[src/efcc_pkg.sv]
// ----------------------------------------------------------------------------
// Encoder frame CRC checker package
// Shared types, constants and the CRC-6 helper for the frame checker.
// ----------------------------------------------------------------------------
package efcc_pkg;

    // Sensor slots and field widths.
    localparam int SENSOR_COUNT = 4;
    localparam int SLOT_W       = 2;
    localparam int MASK_W       = 4;
    localparam int FRAME_W      = 24;
    localparam int ANGLE_W      = 14;
    localparam int STATUS_W     = 4;
    localparam int CRC_W        = 6;
    localparam int CRC_DATA_W   = ANGLE_W + STATUS_W;

    // Frame layout: angle on top, then status, then the CRC.
    localparam int ANGLE_LSB  = CRC_W + STATUS_W;
    localparam int STATUS_LSB = CRC_W;

    // Status bits that flag a weak or a strong magnetic field.
    localparam int ST_WEAK_POS   = 2;
    localparam int ST_STRONG_POS = 3;

    // CRC-6, polynomial x^6 + x + 1, low terms only.
    localparam logic [CRC_W-1:0] CRC_POLY_LOW = 6'h03;

    typedef logic [CRC_W-1:0]                  t_crc;
    typedef logic [CRC_DATA_W-1:0][CRC_W-1:0]  t_crc_cols;
    typedef logic [SLOT_W-1:0]                 t_slot;
    typedef logic [ANGLE_W-1:0]                t_angle;

    // Classification of one frame.
    typedef logic [1:0] t_kind;
    localparam t_kind KIND_ABSENT    = 2'd0;
    localparam t_kind KIND_LINK_FAIL = 2'd1;
    localparam t_kind KIND_CRC_BAD   = 2'd2;
    localparam t_kind KIND_GOOD      = 2'd3;

    // Command passed from the front end to the back end.
    typedef struct packed {
        t_slot  slot;
        t_kind  kind;
        t_angle angle;
        logic   mag;
    } t_cmd;

    // One result item.
    typedef struct packed {
        t_angle angle;
        logic   err;
        logic   crc_good;
        logic   mag;
        logic   absent;
    } t_result;

    // CRC of a data word that has only bit k set, shifted in MSB first.
    function automatic t_crc crc6_col(input int k);
        t_crc c;
        logic top;
        logic din;
        c = '0;
        for (int j = CRC_DATA_W - 1; j >= 0; j--) begin
            din = (j == k);
            top = c[CRC_W-1];
            c   = {c[CRC_W-2:0], 1'b0};
            if (din ^ top) begin
                c = c ^ CRC_POLY_LOW;
            end
        end
        return c;
    endfunction

    function automatic t_crc_cols crc6_cols_build();
        t_crc_cols cols;
        for (int k = 0; k < CRC_DATA_W; k++) begin
            cols[k] = crc6_col(k);
        end
        return cols;
    endfunction

    // Column table; the CRC is linear, so each data bit adds its column.
    localparam t_crc_cols CRC_COLS = crc6_cols_build();

    // Flat XOR tree over the data bits.
    function automatic t_crc crc6_calc(input logic [CRC_DATA_W-1:0] data);
        t_crc c;
        c = '0;
        for (int k = 0; k < CRC_DATA_W; k++) begin
            if (data[k]) begin
                c = c ^ CRC_COLS[k];
            end
        end
        return c;
    endfunction

endpackage

[src/efcc_back.sv]
// ----------------------------------------------------------------------------
// Slot state update
// Applies each command to the held angles and queues the result for the
// consumer. Every command rewrites its slot's error latch completely, so the
// latch after the update is carried by the result's error flag alone.
// ----------------------------------------------------------------------------
module efcc_back import efcc_pkg::*; (
    input  logic    i_clk,
    input  logic    i_rst_n,
    input  logic    i_cmd_empty,
    input  t_cmd    i_cmd,
    output logic    o_cmd_pop,
    input  logic    i_pop,
    output logic    o_empty,
    output t_result o_res
);

    t_angle     r_held  [SENSOR_COUNT];
    t_result    r_res   [2];
    logic       r_wr_ptr;
    logic       r_rd_ptr;
    logic [1:0] r_count;
    logic [1:0] n_count;
    logic       w_res_full;
    logic       w_take;
    t_result    w_res;
    t_angle     w_held;

    assign w_res_full = (r_count == 2'd2);
    assign w_take     = !i_cmd_empty && !w_res_full;
    assign o_cmd_pop  = w_take;
    assign w_held     = r_held[i_cmd.slot];

    // Result for the command at the head of the queue.
    always_comb begin
        w_res.angle    = w_held;
        w_res.err      = 1'b1;
        w_res.crc_good = 1'b0;
        w_res.mag      = 1'b0;
        w_res.absent   = 1'b0;
        unique case (i_cmd.kind)
            KIND_ABSENT: begin
                w_res.angle  = '0;
                w_res.absent = 1'b1;
            end
            KIND_LINK_FAIL, KIND_CRC_BAD: begin
                w_res.angle = w_held;
            end
            KIND_GOOD: begin
                w_res.angle    = i_cmd.angle;
                w_res.err      = i_cmd.mag;
                w_res.crc_good = 1'b1;
                w_res.mag      = i_cmd.mag;
            end
            default: begin
                w_res.angle = w_held;
            end
        endcase
    end

    // Per-slot state: a good frame stores its angle.
    always_ff @(posedge i_clk) begin
        if (!i_rst_n) begin
            for (int s = 0; s < SENSOR_COUNT; s++) begin
                r_held[s] <= '0;
            end
        end else if (w_take) begin
            if (i_cmd.kind == KIND_GOOD) begin
                r_held[i_cmd.slot] <= i_cmd.angle;
            end
        end
    end

    // Result queue storage.
    always_ff @(posedge i_clk) begin
        if (w_take) begin
            r_res[r_wr_ptr] <= w_res;
        end
    end

    // Result queue occupancy after this cycle's transfers.
    always_comb begin
        unique case ({w_take, i_pop})
            2'b10:   n_count = r_count + 2'd1;
            2'b01:   n_count = r_count - 2'd1;
            default: n_count = r_count;
        endcase
    end

    // Result queue pointers and count.
    always_ff @(posedge i_clk) begin
        if (!i_rst_n) begin
            r_wr_ptr <= 1'b0;
            r_rd_ptr <= 1'b0;
            r_count  <= '0;
        end else begin
            if (w_take) begin
                r_wr_ptr <= ~r_wr_ptr;
            end
            if (i_pop) begin
                r_rd_ptr <= ~r_rd_ptr;
            end
            r_count <= n_count;
        end
    end

    assign o_empty = (r_count == 2'd0);
    assign o_res   = r_res[r_rd_ptr];

endmodule

[config.mk]
export PLATFORM = sky130hd
export DESIGN_NAME = efcc_back
export DESIGN_NICKNAME = d
export VERILOG_FILES = /design/src/efcc_pkg.sv /design/src/efcc_back.sv
export SDC_FILE = /design/constraint.sdc
export NUM_CORES = 1
export LEC_CHECK = 0
export BUFFER_PORTS_ARGS = -buffer_cell sky130_fd_sc_hd__buf_2
export CAP_MARGIN = 10
export CORE_MARGIN = 4
export CORE_UTILIZATION = 42
export CTS_BUF_LIST = sky130_fd_sc_hd__clkbuf_4 sky130_fd_sc_hd__clkbuf_8 sky130_fd_sc_hd__clkbuf_16
export DETAILED_ROUTE_END_ITERATION = 7
export SLEW_MARGIN = 10
export SYNTH_ARGS = -nofsm -noshare
export SYNTH_HDL_FRONTEND = slang
export SYNTH_SLANG_ARGS = --single-unit
[constraint.sdc]
create_clock -name i_clk -period 5.35 [get_ports i_clk]
set_clock_uncertainty 0.2 [all_clocks]
set_input_delay 0 -clock i_clk [delete_from_list [all_inputs] [get_ports i_clk]]
set_output_delay 0 -clock i_clk [all_outputs]
set_load 0.01 [all_outputs]
# ---- After elaboration in Yosys (flattened, before gate mapping)
# Memories as Yosys holds them, arrays and structs flattened. A register that Yosys moved wholly into a read port is not among the register bits.
# Index checks and enable logic that the tools add are counted.
dict set report totals {
  reg_bits 4
  mem_bits_rw 92
  inputBits 23
  out_inout_bits 20
  memories 2
}
# name words word_bits read_ports rd_clocked_by_memory_dff wr line
set mem_list {}
lappend mem_list {r_held 4 14 1 0 4 efcc_back.sv:18} ;# t_angle r_held [SENSOR_COUNT];
lappend mem_list {r_res 2 18 1 1 1 efcc_back.sv:19} ;# t_result r_res [2];
dict set report classes {
  n_addsub 2
  n_eq_ne 6
  mux 16
  bitwise_logic 2
  reduce_logical 8
}
# cell count
set ops {}
lappend ops {{14-bit one-hot mux with 3 select lines} 1}
lappend ops {{14-bit 2-to-1 mux} 1}
lappend ops {{14-bit OR reduction} 1}
lappend ops {{1-bit 2-to-1 mux} 11}
lappend ops {{2-bit equality test, second input constant} 4}
lappend ops {{2-bit by 1-bit equality test with 1-bit output, second input constant} 2}
lappend ops {{2-bit zero test} 2}
lappend ops {{2-bit one-hot mux with 2 select lines} 1}
lappend ops {{3-bit 2-to-1 mux} 1}
lappend ops {{2-bit by 1-bit adder with 2-bit output, second input constant} 1}
lappend ops {{1-bit zero test} 2}
lappend ops {{2-bit 2-to-1 mux} 1}
lappend ops {{1-bit inverter} 2}
lappend ops {{2-bit nonzero test} 1}
lappend ops {{2-bit OR reduction} 1}
lappend ops {{2-bit by 1-bit subtractor with 2-bit output, second input constant} 1}
lappend ops {{1-bit logical AND} 1}

# ---- Logic depth before layout (Yosys ltp)
# Gate-level depths: netlist of the first run.
dict set report logic_depth {
  depth_word 8
  ltp_mapped 7
  mapped_depth_nobuf 7
}

# ---- Worst setup path before layout of the first run
# OpenSTA, ideal clock, no wires.
dict set report synth_path {
  path_type {register to register}
  start {register r_count[0]}
  end {memory r_held[2][0] in the netlist's numbering (enable)}
  setup_time_ps 407
  arrival_ps 1936
  t_required_ps 4743
  path_slack_ps 2806
  path_stages_with_launch 5
  n_path_buf 0
  period_less_slack_ps 2544
  cell_sequence {dfxtp_1 nor2b_4 nor2_2 inv_2 o31ai_1}
}
# item line
set synth_lines {}
lappend synth_lines {{start, declared} efcc_back.sv:22} ;# logic [1:0] r_count;
lappend synth_lines {{start signal, assigned} efcc_back.sv:103} ;# r_count <= n_count;
lappend synth_lines {{end, declared} efcc_back.sv:18}

==> results of run 1 <==
cell type report:
| cell class | count | area [sq um] | area share (%) |
|---|---|---|---|
| clock buffers | 12 | 158.9 | 3.182 |
| well taps | 133 | 166.4 | 3.333 |
| repair buffers | 61 | 400.4 | 8.018 |
| multi-input cells | 166 | 1330 | 26.64 |
| clock inverters | 4 | 52.55 | 1.052 |
| flip-flops and latches | 97 | 2863 | 57.33 |
| inverters | 6 | 22.52 | 0.4510 |
critical path, stage by stage (launching register included):
cell and delay (ns):
dfxtp_1 0.48, nor2b_4 0.13, nor4_4 0.62, nand2b_1 0.63
per-stage QoR:
stage,worst slack (ns),cells,hold WS [ns]
after global placement,2.927,444,0.08750
after global routing,2.763,479,0.04613
after CTS,2.871,479,0.01634
after floorplan,2.806,283,-0.1559
final,2.930,479,0.03015
after detailed placement,2.847,444,0.09296
power groups by stage:
stage / logic [mW] / registers [mW] / clock network, mW
after CTS: 0.202 / 0.912 / 0.499
after global placement: 0.187 / 0.927 / 0
after global routing: 0.219 / 0.917 / 0.532
after floorplan: 0.131 / 0.918 / 0
after detailed placement: 0.190 / 0.929 / 0
final: 0.199 / 0.911 / 0.488
state kept, by name, summed over array words and instances, names as in the netlist, named ones only:
register / cells
r_held: 56
r_count: 2
r_wr_ptr: 1
r_rd_ptr: 1
r_res: 36
timing repair:
| action | CTS | global route |
|---|---|---|
| hold endpoints to repair | 93 | 0 |
| hold buffers | 19 | 0 |
| buffers inserted | 0 | 0 |
worst paths after layout:
kind                        to  slack (ns)  depth (start not counted)
hold reg to reg       r_wr_ptr        0.30                          2
setup / recovery  r_held[1][8]        2.93                          3
hold / removal     r_res[0][0]        0.03                          3
setup reg to reg  r_held[1][8]        2.93                          3
cells by family (layout without fill, tap and decap cells):
family,count (synthesis),after routing,synth area share [%]
buf+inv,20,83,2.788
xor+xnor,3,3,0.6100
flops,97,97,66.45
compound gates,34,34,5.344
simple gates,80,80,12.72
mux,46,46,11.21
fa+ha+maj,3,3,0.8714
metal layers:
layer,up-vias,wire length [um]
met4,0,132
met3,10,343
met1,1101,3917
met5,-,0
met2,55,3419
li1,1155,-
placed cells by master, fill, tap and decap left out, types with 2 or more instances in the layout:
cell type,count
nor4_4,2
inv_1,5
or3_1,2
and2_1,58
edfxtp_1,92
nor2_1,6
clkbuf_8,11
clkinvlp_4,3
mux2i_1,28
o22ai_1,14
a21oi_1,2
a21o_1,14
xnor2_1,2
o21ai_0,2
buf_2,42
mux2_2,18
dlygate4sd3_1,19
nand2b_1,5
ha_1,3
dfxtp_1,5
==> results_dict.tcl, run 1 <==
set metrics [dict create \
    status "complete, no violations" \
    vias 2321 \
    start_kind "flop" \
    grt_pass1_wl_um 12410 \
    comb_power_share_pct 12.4 \
    initialDrtViolationCount 102 \
    root_buffer "clkbuf_8" \
    num_rows 36 \
    core_area_sq_um 9864 \
    path_clk_slew_ns 0.09 \
    synthTopCellsByCount "92 x edfxtp_1, 58 x and2_1, 28 x mux2i_1, 18 x mux2_2" \
    port-buffer-count 42 \
    place.gp.congestion 0.7521 \
    yosysUniqueCellTypes 31 \
    total_leakage_power_nw 1.988 \
    use_met1_pct 21.28 \
    die_w_um 109.3 \
    cts_tree "built" \
    grt_pass1_vias 2267 \
    worstSetupPathType "flop to flop" \
    slew_headroom_pct 24.92 \
    async_flop_share_pct 0 \
    dieArea_sq_um 11940 \
    gr-usage-met3_pct 2.250 \
    switching_power_mw 0.3735 \
    finalInstanceArea_sq_um 4994 \
    placed_area_sq_um 4592 \
    swShare_pct 23.38 \
    fin_setup_tns_ns 0 \
    synth_edf_count 92 \
    min_period_over_period_pct 45.23 \
    hp-start "i_cmd[16]" \
    wl_per_cell_um 16.31 \
    track_usage_pct 14.24 \
    synth_nets 309 \
    fmax_mhz 413.2 \
    syn_avg_cell_area_sq_um 15.22 \
    cp-startpoint "r_count[0]" \
    worstReg2RegStart "r_count[0]" \
    drc 0 \
    area_growth_pct 15.92 \
    drive_gt1_share_pct 24.57 \
    avgViaCountPerCell 4.846 \
    cellPowerDensity_nw_per_um2 320.0 \
    hpwlAfterDp_um 5443 \
    synth_area_leaders "edfxtp_1 64%, and2_1 8.4%, mux2i_1 6.5%, mux2_2 4.7%, a21o_1 2.4%" \
    yosys_warnings 0 \
    yosysTopAreaCell "edfxtp_1" \
    met2_usage_pct 20.53 \
    synth_seq_cells 97 \
    worstMarginPinSlew_ns 1.119 \
    cp_data_required_time_ns 5.13 \
    antenna_found_initial 0 \
    wl_um 7813 \
    power_frac_seq_pct 57.0 \
    io-pin-count 43 \
    firstDrtPassIters 5 \
    ys_seq_area_share_pct 66.45 \
    overflow 0 \
    grt_max_degree 33 \
    cts_htree_levels 3 \
    n_fill_cell 848 \
    clk_latency_ns 0.35 \
    numCtsBuffers 9 \
    rsz0062_at_grt "no" \
    postCtsResizedCells 0 \
    end_kind "flop" \
    fin_crit_ns 2.420 \
    ant_nets 0 \
    grt-busiest-layer "met1" \
    num_antenna_cells 0 \
    setup_viol 0 \
    post-route-util_pct 50.62 \
    final-max-slew-violation-count 0 \
    finalNetCount 367 \
    power.total_mw 1.598 \
    dieHeight_um 109.3 \
    ir_drop_mv 0.1265 \
    internal-power_mw 1.224 \
    clk_path_buf_depth 2 \
    start_util_pct 43.67 \
    yosysMostFrequentCell "edfxtp_1" \
    clock_sinks 97 \
    cap_violations 0 \
    synth_flop_cell "edfxtp_1" \
    syn_area_sq_um 4308 \
    hold_path_class "primary input to flop" \
    clkPwrFrac_pct 30.5 \
    netlist_instances 283 \
    crit_fanout 15 \
    synth_top_area_share_pct 64.13 \
    final_hold_viol_count 0 \
    arrival_ns 2.20 \
]
Power figures use the tool's default switching activity.
==> run 2, diff against run 1 <==
- clock period: 5.35 -> 1.9 ns (I/O delays scaled with it)
==> run 2 against run 1 <==
  * Global-route usage increased by 1.1 points
  * Cell area increased by 4.5%
  * Register-to-register slack got worse by 2.8 ns
  * Via count increased by 3.6%
  * Die area unchanged
  * Clock-buffer cell count decreased by 2
  * Core utilization increased by 2.3 points
  * Flip-flop and latch count unchanged
  * Largest cell class unchanged
  * Highest routed layer unchanged
==> results_dict.tcl, run 2 (synthesized netlist as in run 1, its figures left out) <==
set metrics [dict create \
    status "complete, no violations" \
    place.gp.congestion 0.7158 \
    fin_setup_tns_ns 0 \
    path_cells "buf_2 -> dlygate4sd3_1 -> inv_1 -> ha_1 -> or3b_1 -> buf_12 -> o22ai_1 -> a21o_1" \
    n_fill_cell 827 \
    port-buffer-count 42 \
    vias 2405 \
    fmax_mhz 537.7 \
    drive_gt1_share_pct 28.69 \
    arrival_ns 1.87 \
    cellPowerDensity_nw_per_um2 839.1 \
    hp-start "i_cmd[17]" \
    fin_crit_ns 1.860 \
    track_usage_pct 15.38 \
    critical-path-max-stage-delay_ns 0.55 \
    start_kind "primary input" \
    regMostFlops "r_held" \
    wl_per_cell_um 17.15 \
    io-pin-count 43 \
    die_w_um 109.3 \
    min_to "r_held[3][11]" \
    worstReg2RegStart "r_count[1]" \
    antenna_found_initial 0 \
    grt_pass1_wl_um 13370 \
    layout_common_cells "92 x edfxtp_1, 58 x and2_1, 42 x buf_2" \
    overflow 0 \
    final_common_cell "edfxtp_1" \
    numCtsBuffers 9 \
    firstDrtPassIters 7 \
    crit_path_top_delay_cell "dlygate4sd3_1" \
    avgViaCountPerCell 4.820 \
    finalNetCount 388 \
    core_area_sq_um 9864 \
    total_leakage_power_nw 2.112 \
    dieArea_sq_um 11940 \
    dieHeight_um 109.3 \
    min_delay_path_depth 3 \
    critPathTopFamily "buffers and inverters" \
    num_antenna_cells 0 \
    finalNonFillerCells 499 \
    min_period_over_period_pct 97.88 \
    cts_htree_levels 3 \
    drc 0 \
    rsz0062_at_grt "yes" \
    slew_headroom_pct 41.15 \
    clk_latency_ns 0.36 \
    reg2reg_depth 6 \
    ant_nets 0 \
    path_clk_slew_ns 0.09 \
    path_buf_inv 4 \
    final_hold_viol_count 0 \
    ir_drop_mv 0.3594 \
    worstMarginPinSlew_ns 0.8780 \
    grt_max_degree 30 \
    end_kind "flop" \
    cp_data_required_time_ns 1.91 \
    area_growth_pct 21.17 \
    final-max-slew-violation-count 0 \
    hold_path_class "primary input to flop" \
    whs_ns 0.09251 \
    hpwlAfterDp_um 5546 \
    num_rows 36 \
    place_inst 460 \
    worstSetupPathType "primary input to flop" \
    reg.largest.list "r_held x56, r_res x36, r_count x2" \
    largest_reg_flops 56 \
    reg2reg_to "r_count[1]" \
    start_util_pct 43.67 \
    cap_violations 0 \
    rrSetupSlack_ns 0.10 \
    initialDrtViolationCount 97 \
    power.total_mw 4.380 \
    clock_sinks 97 \
    wl_um 8559 \
    crit_fanout 14 \
    root_buffer "clkbuf_8" \
    cts_tree "built" \
    clk_path_buf_depth 2 \
    setup_viol 0 \
    grt_pass1_vias 2466 \
]
run 2: cell count changes in the layout (fill, tap and decap cells not counted), moves of 2 or more:
cell and delta:
dlygate4sd3_1 +3, buf_12 +7, buf_4 +11, clkinv_2 +2, clkbuf_8 -2
run 2: layout make-up:
type                    count  area [sq um]  share of cell area [%]
clock buffers              10         131.4                   2.517
clock inverters             5         33.78                  0.6472
inverters                   6         22.52                  0.4314
multi-input cells         166          1349                   25.84
flip-flops and latches     97          2864                   54.87
well taps                 133         166.4                   3.188
repair buffers             82         653.1                   12.51
run 2: per-stage QoR:
stage	setup slack, ns	util, %	instance area (sq um)
floorplan	0.01981	-	4322
global placement	0.03309	48.74	4808
detailed placement	0.01004	48.74	4808
CTS	0.01227	52.73	5201
global route	-0.01221	52.92	5220
finish	0.04035	52.92	5220
run 2: what timing repair did:
item,in CTS,in global routing
setup endpoints to repair,1,16
hold buffers,22,0
hold endpoints to repair,117,0
resized for setup,0,3
setup buffers,1,1
pin swaps,0,1
run 2: routing by layer:
layer | track usage (%) | wire length [um]
met1 | 21.16 | 4075
met5 | 0 | 0
met2 | 24.17 | 3987
met4 | 5.610 | 105
met3 | 3.256 | 391
run 2: worst max path at each step:
stage | from | endpoint | slack (ns) | depth (start not counted)
after floorplan | r_count[0] | r_held[2][0] | 0.02 | 4
after global placement | r_count[1] | r_count[1] | 0.03 | 6
after detailed placement | r_count[1] | r_count[1] | 0.01 | 6
after CTS | r_count[1] | r_count[1] | 0.01 | 6
after global routing | r_count[1] | r_count[1] | -0.01 | 6
final | i_cmd[16] | r_res[0][5] | 0.04 | 8
run 2: worst register-to-register path: stages (launching register included):
cell	delay [ns]
dfxtp_2	0.34
nor2b_4	0.15
nor2_2	0.16
inv_2	0.08
ha_1	0.32
or3_1	0.35
a21oi_1	0.13
run 2: power breakdown:
group          switching (mW)  internal (mW)  total, mW
Clock                   0.679          0.481       1.16
Sequential             0.0399           2.50       2.54
Combinational           0.358          0.320      0.679
